File: src/sv/paik_pkg.sv
// Shared constants, tables and types of the planar arm inverse kinematics unit.
`default_nettype none
package paik_pkg;

  localparam int LW           = 14;  // link length register width
  localparam int CFG_IDX_W    = 2;
  localparam int CORDIC_STEPS = 16;
  localparam int ATAN_LEN     = 24;
  localparam int SQRT_STEPS   = 31;  // radicand below 2^62, one root bit per cell
  localparam int STEP_W       = 5;
  localparam int CW           = 60;  // CORDIC datapath width
  localparam int ZW           = 26;  // angle width, 2^-16 degree units
  localparam int SW           = 62;  // square root datapath width

  localparam logic [CFG_IDX_W-1:0] REG_FIRST_LINK  = 2'd0;
  localparam logic [CFG_IDX_W-1:0] REG_SECOND_LINK = 2'd1;
  localparam logic [CFG_IDX_W-1:0] REG_THIRD_LINK  = 2'd2;

  localparam logic [LW-1:0] FIRST_LINK_RESET  = 14'd1720;
  localparam logic [LW-1:0] SECOND_LINK_RESET = 14'd1475;
  localparam logic [LW-1:0] THIRD_LINK_RESET  = 14'd2294;

  localparam logic [29:0] GAIN_Q30 = 30'd652032874;
  localparam logic signed [CW-1:0] HALF_Q30 = 60'sd536870912;
  localparam logic signed [ZW-1:0] DEG90  = 26'sd5898240;
  localparam logic signed [ZW-1:0] DEG180 = 26'sd11796480;
  localparam logic signed [15:0] TOOL_LIMIT = 16'sd23040;

  localparam logic [22:0] ATAN_TAB [ATAN_LEN] = '{
    23'd2949120, 23'd1740967, 23'd919879, 23'd466945, 23'd234379, 23'd117304,
    23'd58666, 23'd29335, 23'd14668, 23'd7334, 23'd3667, 23'd1833,
    23'd917, 23'd458, 23'd229, 23'd115, 23'd57, 23'd29,
    23'd14, 23'd7, 23'd4, 23'd2, 23'd1, 23'd0
  };

  typedef enum logic [1:0] {Q_NONE, Q_POS, Q_NEG} quarter_t;

  typedef struct packed {
    logic signed [CW-1:0] x;
    logic signed [CW-1:0] y;
    logic signed [ZW-1:0] z;
  } cordic_t;

  typedef struct packed {
    logic [SW-1:0] rem;
    logic [SW-1:0] root;
  } sqrt_t;

  // Side data that rides along the rotation cells.
  typedef struct packed {
    logic signed [15:0]   x;
    logic signed [15:0]   y;
    logic signed [ZW-1:0] ang;
    quarter_t             q;
  } rot_side_t;

  // Side data that rides along the square root cells.
  typedef struct packed {
    logic                 unr;
    logic signed [18:0]   bx;
    logic signed [18:0]   by;
    logic signed [32:0]   nb;
    logic signed [32:0]   ng;
    logic signed [ZW-1:0] ang;
  } sqrt_side_t;

  // Side data that rides along the angle cells.
  typedef struct packed {
    logic                 unr;
    logic signed [ZW-1:0] ang;
    logic [2:0]           zero;
  } vec_side_t;

endpackage
`default_nettype wire

File: src/sv/paik_sqrt_cell.sv
// One digit cell of the floor square root, one root bit per cell.
`default_nettype none
module paik_sqrt_cell (
  input  wire                        clk,
  input  wire                        en,
  input  wire [paik_pkg::STEP_W-1:0] step,
  input  paik_pkg::sqrt_t            din,
  output paik_pkg::sqrt_t            dout
);
  import paik_pkg::*;

  logic [SW-1:0] bitv;
  logic [SW-1:0] trial;
  sqrt_t         nxt;

  always_comb begin
    bitv  = {{(SW-1){1'b0}}, 1'b1} << {step, 1'b0};
    trial = din.root + bitv;
    if (din.rem >= trial) begin
      nxt.rem  = din.rem - trial;
      nxt.root = (din.root >> 1) + bitv;
    end else begin
      nxt.rem  = din.rem;
      nxt.root = din.root >> 1;
    end
  end

  always_ff @(posedge clk) begin
    if (en) begin
      dout <= nxt;
    end
  end

endmodule
`default_nettype wire

File: config.mk
export PLATFORM = sky130hd
export DESIGN_NAME = paik_sqrt_cell
export DESIGN_NICKNAME = d
export VERILOG_FILES = /design/src/sv/paik_pkg.sv /design/src/sv/paik_sqrt_cell.sv
export SDC_FILE = /design/constraint.sdc
export NUM_CORES = 1
export LEC_CHECK = 0
export BUFFER_PORTS_ARGS = -buffer_cell sky130_fd_sc_hd__buf_2
export CAP_MARGIN = 25
export CORE_ASPECT_RATIO = 0.5
export CORE_MARGIN = 10
export CORE_UTILIZATION = 40
export CTS_BUF_LIST = sky130_fd_sc_hd__clkbuf_4 sky130_fd_sc_hd__clkbuf_8
export CTS_CLUSTER_SIZE = 20
export DETAILED_ROUTE_END_ITERATION = 10
export GPL_TIMING_DRIVEN = 0
export PLACE_DENSITY = 0.67
export SLEW_MARGIN = 20
export SYNTH_ARGS = -nofsm -noshare
export SYNTH_HDL_FRONTEND = slang
export SYNTH_SLANG_ARGS = --single-unit
File: constraint.sdc
create_clock -name clk -period 10.9 [get_ports clk]
set_clock_uncertainty 0.1 [all_clocks]
set_input_delay 2.18 -clock clk [delete_from_list [all_inputs] [get_ports clk]]
set_output_delay 2.18 -clock clk [all_outputs]
set_load 0.02 [all_outputs]
* Yosys cells after proc, flatten, opt, wreduce, memory -nomap -nowiden
Cells that the tools add are included.
Cells by class: add/subtract/negate cells 3, muxes and demuxes 1, shifts and indexed selects 1, reduce and logical (&&, ||, !) cells 0, equal/unequal tests 0, order comparisons 1, multiply operators 0, divide/modulo/power cells 0, bitwise gates (word level) 0
Operators with widths (number):
- $mux 124 | 1
- $add 61x62->62 | 1
- $add 62x62->62 | 1
- $ge 62x62->1 | 1
- $shl 1x6->62 const A | 1
- $sub 62x62->62 | 1
Word-level totals: memory bits (read-only) 0, RAM bits 0, output and inout bits 124, memories 0, flip-flop bits (word level) 124, bits of input ports 131, bits in latches 0, logic and storage cells 9

* Depth between registers and ports, before layout
Gate-level depths: netlist of run 1.
depth in word-level cells 4, depth in mapped cells 29, mapped depth without buffers 24

* Worst setup path after synthesis of run 1
Ideal clock, no wire load.
path type input port to flip-flop, from in step[0] (netlist bit), to reg dout[93] (netlist bit) (data pin), path buffers 4, stages 26, setup time 0.260 ns, required time 10.540 ns, data arrival time 7.636 ns, path slack 2.904 ns, path through buf_2 > nand2b_1 > buf_1 > nor2_1 > ha_1 > nand4_1 > o21ai_0 > a31o_2 > a21oi_1 > o41a_1 > nor4_2 > o22ai_2 > o41ai_4 > xnor2_1 > ha_1 > clkbuf_1 > nand4_1 > nor3_1 > nand3_1 > nor3_2 > o21ai_1 > a21oi_1 > nor3b_2 > o311ai_2 > buf_2 > mux2_2
RTL lines:
- start: declaration | line paik_sqrt_cell.sv:6 | input wire [paik_pkg::STEP_W-1:0] step,
- end signal: assignment | line paik_sqrt_cell.sv:30 | dout <= nxt;
- end: declaration | line paik_sqrt_cell.sv:8 | output paik_pkg::sqrt_t dout

==> impl_results.md, run 1 <==
* Outcome: completed
* Number of nets with antenna violations after detailed routing at 0
* Crit Path Class: in2reg
* Largest Register: dout
* Placement Setup Slack at 0.757 ns
* Total track usage at 0.252
* Total wire length after detailed routing at 56600 µm
* Startpoint type of the worst setup path: primary input
* Mapped Cells at 1728
* Via count of the first global-routing pass at 13899
* # Post-CTS Setup Buffers at 0
* Total power after layout at between 1.5 and 2 mW
* Number of synthesized flops with an enable pin at ~120
* IO Count at between 200 and 300
* Worst EP arrival at 9.93 ns
* Standard-cell row count at 48
* Number of antenna violations at the first check in global routing at 6
* Registers with the most flip-flops: dout: 124 flops
* Netlist area before placement at 13900 µm²
* Largest net degree at the start of global routing at 58
* Number of hold violations in the final report at 0
* Final core utilization at 0.472
* Highest net fanout along the worst path at 10
* WHS Path Cells at 3
* DRT Pass-1 Iters at 7
* Period minus WS final at a little under 10 ns
* Die boundary width at 284 µm
* Total vias in the final route at 14624
* Register area share after synthesis at 0.267
* Required time at the worst-slack endpoint at 11.04 ns
* Setup repair after global routing missed its margin: no
* Global-route wire length before repair at 84400 µm
* Accumulated negative setup slack at 0 ns
* Register clock-pin slew on the reported worst setup and hold paths at ~0.09 ns
* Buffers from clock root to sink, at most at 2
* Post-synthesis register bit count at about 120
* Yosys warns at 0
* Number of DRC markers in iteration 0 at roughly 1800
* Starting density of the core at 0.405
* Quantity of hold-fixing buffers added after cts at 0
* Per-cell routed wire length at 22.8 µm
* Leftover overflow at the end of global routing at 0
* Vias per Instance at 5.88
* Post-synth top flop: sky130_fd_sc_hd__edfxtp_1
* Avg Synthesized Cell Area at roughly 8.1 µm²
* Net count, final at 2233
* Post-synthesis cell type count at 95
* Fraction of final layout cells sized beyond drive strength 1 at 0.176
* Total die area at 43100 µm²
* Post-Route Hold Slack at about 1.9 ns
* Cell area power density at 114 nW/µm²
* Final setup fails at 0
* Core outline area at 34400 µm²
* Final weighted congestion in routability-driven placement at between 0.9 and 1
* Layout overhead on the synthesized area at 16.6%
* Setup slack after layout at 1.11 ns
* Part of the cycle the worst path needs at 0.898
* Final slew viol count at 0
* Htree depth at 4
* Cell chosen for the clock root: sky130_fd_sc_hd__clkbuf_8
* HPWL after detailed placement at 45500 µm
* Static leakage at 6.66 nW
* Largest vdd supply drop at 70.3 µV
* Fmax achieved at 102 MHz
* Critical Path Sink Type: flop
* CTS tree: built
* Count of clock tree sinks at ~120
* Overall die height at ~150 µm
* Type of the most critical hold path: in2reg
* Number of port buffers at ~250
* Normalized max-slew margin at 0.366
* Share of synthesized registers carrying an async set or reset at 0
* Total DRC errors in the routed layout at 0
* Transition at the pin with the smallest max-transition slack at around 0.93 ns
* Synth Net Count at 1966
* Number of clock buffers inserted by TritonCTS at 17
* Number of flip-flops under the largest register name at 124
* # resized after CTS at 0
* Max-capacitance violation count at 0
==> Yosys cell counts (7+ instances only) <==
cell type                  instances  share of area
sky130_fd_sc_hd__and2_1           18         0.0081
sky130_fd_sc_hd__nand2b_1         15         0.0067
sky130_fd_sc_hd__o21ai_1           8         0.0029
sky130_fd_sc_hd__and3_1           22         0.0099
sky130_fd_sc_hd__a21oi_1         175          0.063
sky130_fd_sc_hd__a21o_1           55          0.030
sky130_fd_sc_hd__o21bai_1         28          0.015
sky130_fd_sc_hd__o21a_1           18         0.0097
sky130_fd_sc_hd__a31o_2            8         0.0050
sky130_fd_sc_hd__o21ai_0         114          0.041
sky130_fd_sc_hd__nor3_1           36          0.013
sky130_fd_sc_hd__ha_1            106          0.095
sky130_fd_sc_hd__nor2b_1          11         0.0049
sky130_fd_sc_hd__xnor2_1         106          0.067
sky130_fd_sc_hd__a21boi_0          7         0.0038
sky130_fd_sc_hd__xor2_1           84          0.053
sky130_fd_sc_hd__edfxtp_1        124           0.27
sky130_fd_sc_hd__o211ai_1         11         0.0059
sky130_fd_sc_hd__a31oi_1          40          0.018
sky130_fd_sc_hd__o31ai_1          15         0.0081
sky130_fd_sc_hd__inv_1            35         0.0094
sky130_fd_sc_hd__nand3_1          36          0.013
sky130_fd_sc_hd__nand4_1          39          0.018
sky130_fd_sc_hd__nor3b_1           8         0.0043
sky130_fd_sc_hd__or3_1            13         0.0058
sky130_fd_sc_hd__nor2_1          178          0.048
sky130_fd_sc_hd__buf_2            17         0.0061
sky130_fd_sc_hd__clkbuf_1         52          0.014
sky130_fd_sc_hd__nand2_1         204          0.055
sky130_fd_sc_hd__nor4_1            7         0.0031
==> final timing paths <==
path  startpoint        to  slack, ns
max      step[2]  dout[48]       1.11
min      din[88]  dout[88]       1.89
==> routing by layer <==
layer  vias to the layer above  part of all wire  GRT usage
li1                       6914                 -          -
met1                      6962              0.44      0.340
met2                       665              0.44      0.385
met3                        79             0.095     0.0667
met4                         4             0.022     0.0736
met5                         -            0.0028     0.0249
==> critical path, stage by stage <==
cell and delay [ns]:
sky130_fd_sc_hd__buf_2 0.14, sky130_fd_sc_hd__nand2b_1 0.33, sky130_fd_sc_hd__clkbuf_1 0.66, sky130_fd_sc_hd__nor2_1 0.20, sky130_fd_sc_hd__ha_1 0.41, sky130_fd_sc_hd__a31oi_1 0.15
sky130_fd_sc_hd__o21ai_0 0.43, sky130_fd_sc_hd__a31o_2 0.25, sky130_fd_sc_hd__a21oi_1 0.07, sky130_fd_sc_hd__o41a_1 0.44, sky130_fd_sc_hd__nor4_2 0.20, sky130_fd_sc_hd__o22ai_2 0.17
sky130_fd_sc_hd__o41ai_4 0.37, sky130_fd_sc_hd__xnor2_1 0.21, sky130_fd_sc_hd__ha_1 0.32, sky130_fd_sc_hd__clkbuf_1 0.28, sky130_fd_sc_hd__nand4_1 0.17, sky130_fd_sc_hd__nor3_1 0.29
sky130_fd_sc_hd__nand3_1 0.19, sky130_fd_sc_hd__nor3_2 0.29, sky130_fd_sc_hd__o21ai_1 0.12, sky130_fd_sc_hd__a21oi_1 0.26, sky130_fd_sc_hd__nor3b_2 0.14, sky130_fd_sc_hd__o311ai_2 0.57
sky130_fd_sc_hd__buf_2 0.44, sky130_fd_sc_hd__buf_2 0.46, sky130_fd_sc_hd__a21oi_1 0.16
==> kinds of logic after synthesis <==
logic type,count (synthesis),share of synthesized area
compound gates,556,0.259
flops,124,0.267
mux,5,0.00377
fa+ha+maj,111,0.0995
xor+xnor,190,0.119
buf+inv,116,0.0355
simple gates,626,0.215
==> placed cells by master, fill, tap and decap left out, types with 55 or more instances in the layout <==
cell type,n
sky130_fd_sc_hd__xor2_1,84
sky130_fd_sc_hd__a21o_1,55
sky130_fd_sc_hd__ha_1,106
sky130_fd_sc_hd__nor2_1,178
sky130_fd_sc_hd__a21oi_1,175
sky130_fd_sc_hd__o21ai_0,114
sky130_fd_sc_hd__nand2_1,204
sky130_fd_sc_hd__buf_2,262
sky130_fd_sc_hd__edfxtp_1,124
sky130_fd_sc_hd__xnor2_1,106
==> report_power, final <==
| part | leakage, nW | internal, mW | switching (mW) | total (mW) |
|---|---|---|---|---|
| Sequential | 1.21 | 0.604 | 0.0174 | 0.621 |
| Clock | 0.205 | 0.251 | 0.227 | 0.479 |
| Combinational | 5.25 | 0.247 | 0.509 | 0.756 |
| Total | 6.66 | 1.10 | 0.754 | 1.86 |
==> through the flow <==
stage	instance area [µm²]	instances
2_1_floorplan	13900	1728
3_3_place_gp	15800	2449
3_5_place_dp	15800	2451
4_1_cts	16200	2483
5_1_grt	16200	2487
6_report	16200	2487
==> cell type report <==
class / count / area [µm²]
Timing Repair Buffer: 248 / 1290
Buffer: 79 / 355
Multi-Input combinational cell: 1488 / 9710
Inverter: 37 / 139
Clock inverter: 13 / 173
Clock buffer: 19 / 249
Antenna cell: 4 / 10.0
Tap cell: 475 / 594
Fill cell: 3493 / 18200
Sequential cell: 124 / 3720
Power figures use the tool's default switching activity.
==> inputs of run 2 (changes only) <==
--- a/config.mk
+++ b/config.mk
@@ -10,3 +10,3 @@
 export CORE_ASPECT_RATIO = 0.5
-export CORE_MARGIN = 10
+export CORE_MARGIN = 5
 export CORE_UTILIZATION = 40
==> constraint.sdc (replaced) <==
create_clock -name clk -period 10.9 [get_ports clk]
set_clock_uncertainty 0.1 [all_clocks]
set_input_delay 1.09 -clock clk [delete_from_list [all_inputs] [get_ports clk]]
set_output_delay 1.09 -clock clk [all_outputs]
set_load 0.02 [all_outputs]
==> run 2 against run 1 <==
Against the previous run:
- critical path depth up 1
- critical endpoint is now dout[64]
- worst setup slack improved by 1.0 ns
- first-iteration DRC count shrank 9.4%
- via count shrank 0.44%
- sequential cell count unchanged
- routed wire length fell by 5.6%
- die area is 9.9% lower
- worst hold slack got worse by 1.1 ns
- clock-buffer cell count is 2 lower
- sequential share of layout area is 0.11 points higher
- combinational power decreased by 2%
- non-clock buffer count fell by 1
==> impl_results.md, run 2 (synthesized netlist as in run 1, its figures left out) <==
* Total wire length after detailed routing at about 53000 µm
* Registers with the most flip-flops: dout: 124 flops
* Leading cell types in the layout, fill and taps excluded: 262 x sky130_fd_sc_hd__buf_2, 204 x sky130_fd_sc_hd__nand2_1, 178 x sky130_fd_sc_hd__nor2_1, 175 x sky130_fd_sc_hd__a21oi_1, 124 x sky130_fd_sc_hd__edfxtp_1
* Final slew viol count at 0
* Standard-cell row count at 48
* Crit Path Class: in2reg
* Transition at the pin with the smallest max-transition slack at 0.961 ns
* Normalized max-slew margin at 0.343
* Total DRC errors in the routed layout at 0
* Number of antenna violations at the first check in global routing at 4
* Type of the most critical hold path: in2reg
* Final weighted congestion in routability-driven placement at between 1 and 1.5
* Number of DRC markers in iteration 0 at about 1600
* Number of port buffers at roughly 250
* # Post-CTS Setup Buffers at 0
* DRT Pass-1 Iters at 6
* Net count, final at 2232
* Slowest cell on the critical path: sky130_fd_sc_hd__clkbuf_1
* Register clock-pin slew on the reported worst setup and hold paths at 0.08 ns
* Worst EP arrival at between 8 and 9 ns
* Delay contributed by the slowest stage of the critical path at a little over 0.6 ns
* Max-capacitance violation count at 0
* Critical Path Sink Type: flop
* Core outline area at 34400 µm²
* Number of placed instances with taps included at 2450
* Static leakage at around 6.6 nW
* Period minus WS final at 8.78 ns
* Layout overhead on the synthesized area at 16.1%
* Accumulated negative setup slack at 0 ns
* Via count of the first global-routing pass at 13560
* Total die area at around 39000 µm²
* Required time at the worst-slack endpoint at approximately 11 ns
* Startpoint type of the worst setup path: primary input
* Fraction of final layout cells sized beyond drive strength 1 at 0.177
* Number of nets with antenna violations after detailed routing at 0
* Part of the cycle the worst path needs at 0.806
* Total vias in the final route at 14559
* # resized after CTS at 0
* Count of clock tree sinks at 124
* Number of hold violations in the final report at 0
* Per-cell routed wire length at 21.5 µm
* Final setup fails at 0
* Buffers from clock root to sink, at most at 2
* Cell chosen for the clock root: sky130_fd_sc_hd__clkbuf_8
* Die boundary width at approximately 270 µm
* Htree depth at 4
* Highest net fanout along the worst path at 10
* Cell area power density at 110 nW/µm²
* Starting density of the core at 0.405
* Total track usage at 0.266
* Most common cell after layout, fill and taps aside: sky130_fd_sc_hd__buf_2
* Fmax achieved at 114 MHz
* Quantity of hold-fixing buffers added after cts at 0
* Largest net degree at the start of global routing at 81
* CTS tree: built
* Global-route wire length before repair at 79700 µm
* Fin cells at 2486
* Outcome: completed
* Largest vdd supply drop at a little under 60 µV
* Overall die height at roughly 140 µm
* Fill cell total of the finished layout at 3451
* HPWL after detailed placement at 42700 µm
* Leftover overflow at the end of global routing at 0
* Number of clock buffers inserted by TritonCTS at 17
* IO Count at 255
* Largest Register: dout
* Number of flip-flops under the largest register name at between 100 and 150
* Vias per Instance at ~5.9
* Setup repair after global routing missed its margin: no
-- run 2: cell count changes in the layout (fill, tap and decap cells not counted), sizes merged --
cell and change:
buf -1, clkinv +1, clkbuf -2, bufinv -3, inv +4
-- run 2: cell type report --
| class | instances | area [µm²] | area share |
|---|---|---|---|
| multi-input cells | 1488 | 9710 | 0.601 |
| well taps | 475 | 594 | 0.0368 |
| diodes | 4 | 10.0 | 0.000619 |
| inverters | 37 | 139 | 0.00859 |
| clock inverters | 15 | 138 | 0.00851 |
| plain buffers | 79 | 355 | 0.0220 |
| clock buffers | 17 | 234 | 0.0145 |
| flip-flops and latches | 124 | 3720 | 0.230 |
| repair buffers | 247 | 1260 | 0.0782 |
-- run 2: final timing paths --
kind,cells past startpoint,startpoint,endpoint
setup / recovery,28,step[0],dout[64]
hold / removal,3,din[94],dout[94]
-- run 2: layer usage --
layer,wire length [µm],global-route usage,vias to the layer above
met5,0,0,-
met2,23400,0.406,633
met4,1360,0.0758,0
met1,23700,0.381,6937
li1,-,-,6904
met3,4980,0.0588,85
-- run 2: critical path: cells and delay by family --
kind            cells  cell delay [ns]
compound gates     13             3.01
xor+xnor            1             0.51
fa+ha+maj           2             0.74
buf+inv             6             2.06
simple gates        6             1.46
-- run 2: per-stage QoR --
step                      setup slack, ns   util  instance area, µm²  hold slack [ns]  total power [mW]
final                                2.12  0.470               16200            0.780              1.78
after global routing                 1.77  0.470               16200            0.777              1.87
after CTS                            2.44  0.470               16200            0.760              1.78
after detailed placement             1.89  0.459               15800             1.30              1.36
after global placement               1.93  0.458               15800             1.30              1.36
after floorplan                      3.99      -               13900             1.10              1.10
-- run 2: where the power goes --
group / internal (mW) / total (mW) / switching, mW
logic: 0.245 / 0.744 / 0.499
clock network: 0.182 / 0.417 / 0.234
registers: 0.604 / 0.622 / 0.0176
==> inputs of run 3 (changes only) <==
- clock period: 10.9 -> 8.39 ns (I/O delays scaled with it)
==> run 3 against run 2 <==
Against the previous run:
- sequential cell count unchanged
- cell count about the same
- combinational power up 30%
- worst hold slack worse by 0.25 ns
- routed wire length about the same
- clock power up 30%
- worst setup slack worse by 1.8 ns
- largest cell class unchanged
- critical path type unchanged
==> impl_results.md, run 3 (synthesized netlist as in run 1, its figures left out) <==
* Final core utilization at 0.470
* Cell area power density at 143 nW/µm²
* Placed cell areas at 15800 µm²
* Fin cells at 2485
* Setup slack after layout at 0.295 ns
* DRT Pass-1 Iters at 6
* Part of the cycle the worst path needs at 0.965
* Buffers from clock root to sink, at most at 2
* Startpoint type of the worst setup path: primary input
* Worst Setup SP: step[0]
* Via count of the first global-routing pass at 13560
* Placement Setup Slack at -0.367 ns
* Static leakage at 6.65 nW
* Per-cell routed wire length at 21.5 µm
* Total wire length after detailed routing at 53500 µm
* Number of nets with antenna violations after detailed routing at 0
* Starting density of the core at 0.405
* Htree depth at 4
* Max-capacitance violation count at 0
* Leftover overflow at the end of global routing at 0
* Slowest cell on the critical path: sky130_fd_sc_hd__nor3b_2
* Accumulated negative setup slack at 0 ns
* CTS tree: built
* Layout overhead on the synthesized area at 16.2%
* Delay contributed by the slowest stage of the critical path at 0.57 ns
* Fmax achieved at 124 MHz
* Number of port buffers at 246
* Cell chosen for the clock root: sky130_fd_sc_hd__clkbuf_8
* Final slew viol count at 0
* Number of DRC markers in iteration 0 at 1609
* Quantity of hold-fixing buffers added after cts at 0
* Worst EP arrival at 8.25 ns
* Final setup fails at 0
* Global-route wire length before repair at 79700 µm
* Period minus WS final at 8.10 ns
* Largest Register: dout
* Register clock-pin slew on the reported worst setup and hold paths at 0.08 ns
* Leading cell types in the layout, fill and taps excluded: 262 x sky130_fd_sc_hd__buf_2, 204 x sky130_fd_sc_hd__nand2_1, 178 x sky130_fd_sc_hd__nor2_1, 175 x sky130_fd_sc_hd__a21oi_1, 124 x sky130_fd_sc_hd__edfxtp_1
* Core outline area at between 30000 and 40000 µm²
* Registers with the most flip-flops: dout: 124 flops
* Number of hold violations in the final report at 0
* Most common cell after layout, fill and taps aside: sky130_fd_sc_hd__buf_2
* IO Count at 255
* Final standard cell area without fillers at 16200 µm²
* Worst setup path end: dout[49]
* Normalized max-slew margin at 0.318
* Number of clock buffers inserted by TritonCTS at 17
* Critical Path Most Common Cell: sky130_fd_sc_hd__buf_2
* Largest vdd supply drop at ~77 µV
* Total DRC errors in the routed layout at 0
* Transition at the pin with the smallest max-transition slack at 0.998 ns
* Net count, final at 2231
* Vias per Instance at 5.87
* Total die area at just under 40000 µm²
* Largest net degree at the start of global routing at 81
* Overall die height at 142 µm
* Standard-cell row count at 48
* Number of placed instances with taps included at 2450
* Highest net fanout along the worst path at 10
* Required time at the worst-slack endpoint at 8.55 ns
* Total track usage at 0.266
* Final weighted congestion in routability-driven placement at 1.00
* Die boundary width at 274 µm
* Outcome: completed
* Setup repair after global routing missed its margin: no
* Fraction of final layout cells sized beyond drive strength 1 at 0.179
* Number of antenna violations at the first check in global routing at 4
* Total vias in the final route at 14593
* Type of the most critical hold path: in2reg
* Count of clock tree sinks at 124
* # Post-CTS Setup Buffers at 0
* Critical Path Sink Type: flop
* Number of flip-flops under the largest register name at 124
* Crit Path Class: in2reg
* HPWL after detailed placement at 42700 µm
-- run 3: cell count changes in the layout (fill, tap and decap cells not counted) --
cell / previous run / this run
sky130_fd_sc_hd__buf_1: 3 / 2
sky130_fd_sc_hd__o311ai_4: 0 / 1
sky130_fd_sc_hd__clkbuf_2: 0 / 3
sky130_fd_sc_hd__clkbuf_1: 52 / 49
sky130_fd_sc_hd__o21ai_1: 8 / 9
sky130_fd_sc_hd__o311ai_2: 2 / 1
sky130_fd_sc_hd__o21ai_0: 114 / 113
-- run 3: metal layers --
| metal | global-route usage | wire length, µm | part of all wire |
|---|---|---|---|
| met2 | 0.406 | 23600 | 0.44 |
| met3 | 0.0588 | 4840 | 0.090 |
| met1 | 0.381 | 23900 | 0.45 |
| met5 | 0 | 0 | 0 |
| met4 | 0.0758 | 1190 | 0.022 |
-- run 3: power breakdown --
part	internal, mW	leakage, nW	switching [mW]	total, mW
logic	0.319	5.25	0.650	0.969
clock network	0.237	0.184	0.306	0.543
registers	0.785	1.21	0.0223	0.807
-- run 3: per-stage QoR --
step                hold slack [ns]  power (mW)
global placement               1.05        1.76
floorplan                     0.851        1.43
CTS                           0.509        2.31
detailed placement             1.05        1.77
finish                        0.525        2.32
global route                  0.526        2.44
-- run 3: layout make-up --
class,instances,area [µm²]
Antenna cell,4,10.0
Multi-Input combinational cell,1488,9720
Clock buffer,17,234
Sequential cell,124,3720
Timing Repair Buffer,247,1260
Inverter,37,139
Buffer,78,355
Fill cell,3450,18200
Clock inverter,15,138
Tap cell,475,594
-- run 3: what timing repair did --
action                                 4_1_cts  5_1_grt
gates resized for setup                      0        7
endpoints found under the hold margin        0        0
setup endpoints to repair                    0      114
-- run 3: critical path, delay by kind of cell --
family,cells,cell delay [ns]
simple gates,7,1.71
xor+xnor,2,0.66
compound gates,12,2.64
fa+ha+maj,2,0.71
buf+inv,6,1.66
-- run 3: worst min path at each step --
stage               cells after the start  endpoint  slack, ns  startpoint
floorplan                               0   dout[0]       0.85          en
global placement                        3  dout[74]       1.05     din[74]
detailed placement                      3  dout[94]       1.05     din[94]
CTS                                     3  dout[94]       0.51     din[94]
global route                            3  dout[94]       0.53     din[94]
finish                                  3  dout[94]       0.53     din[94]
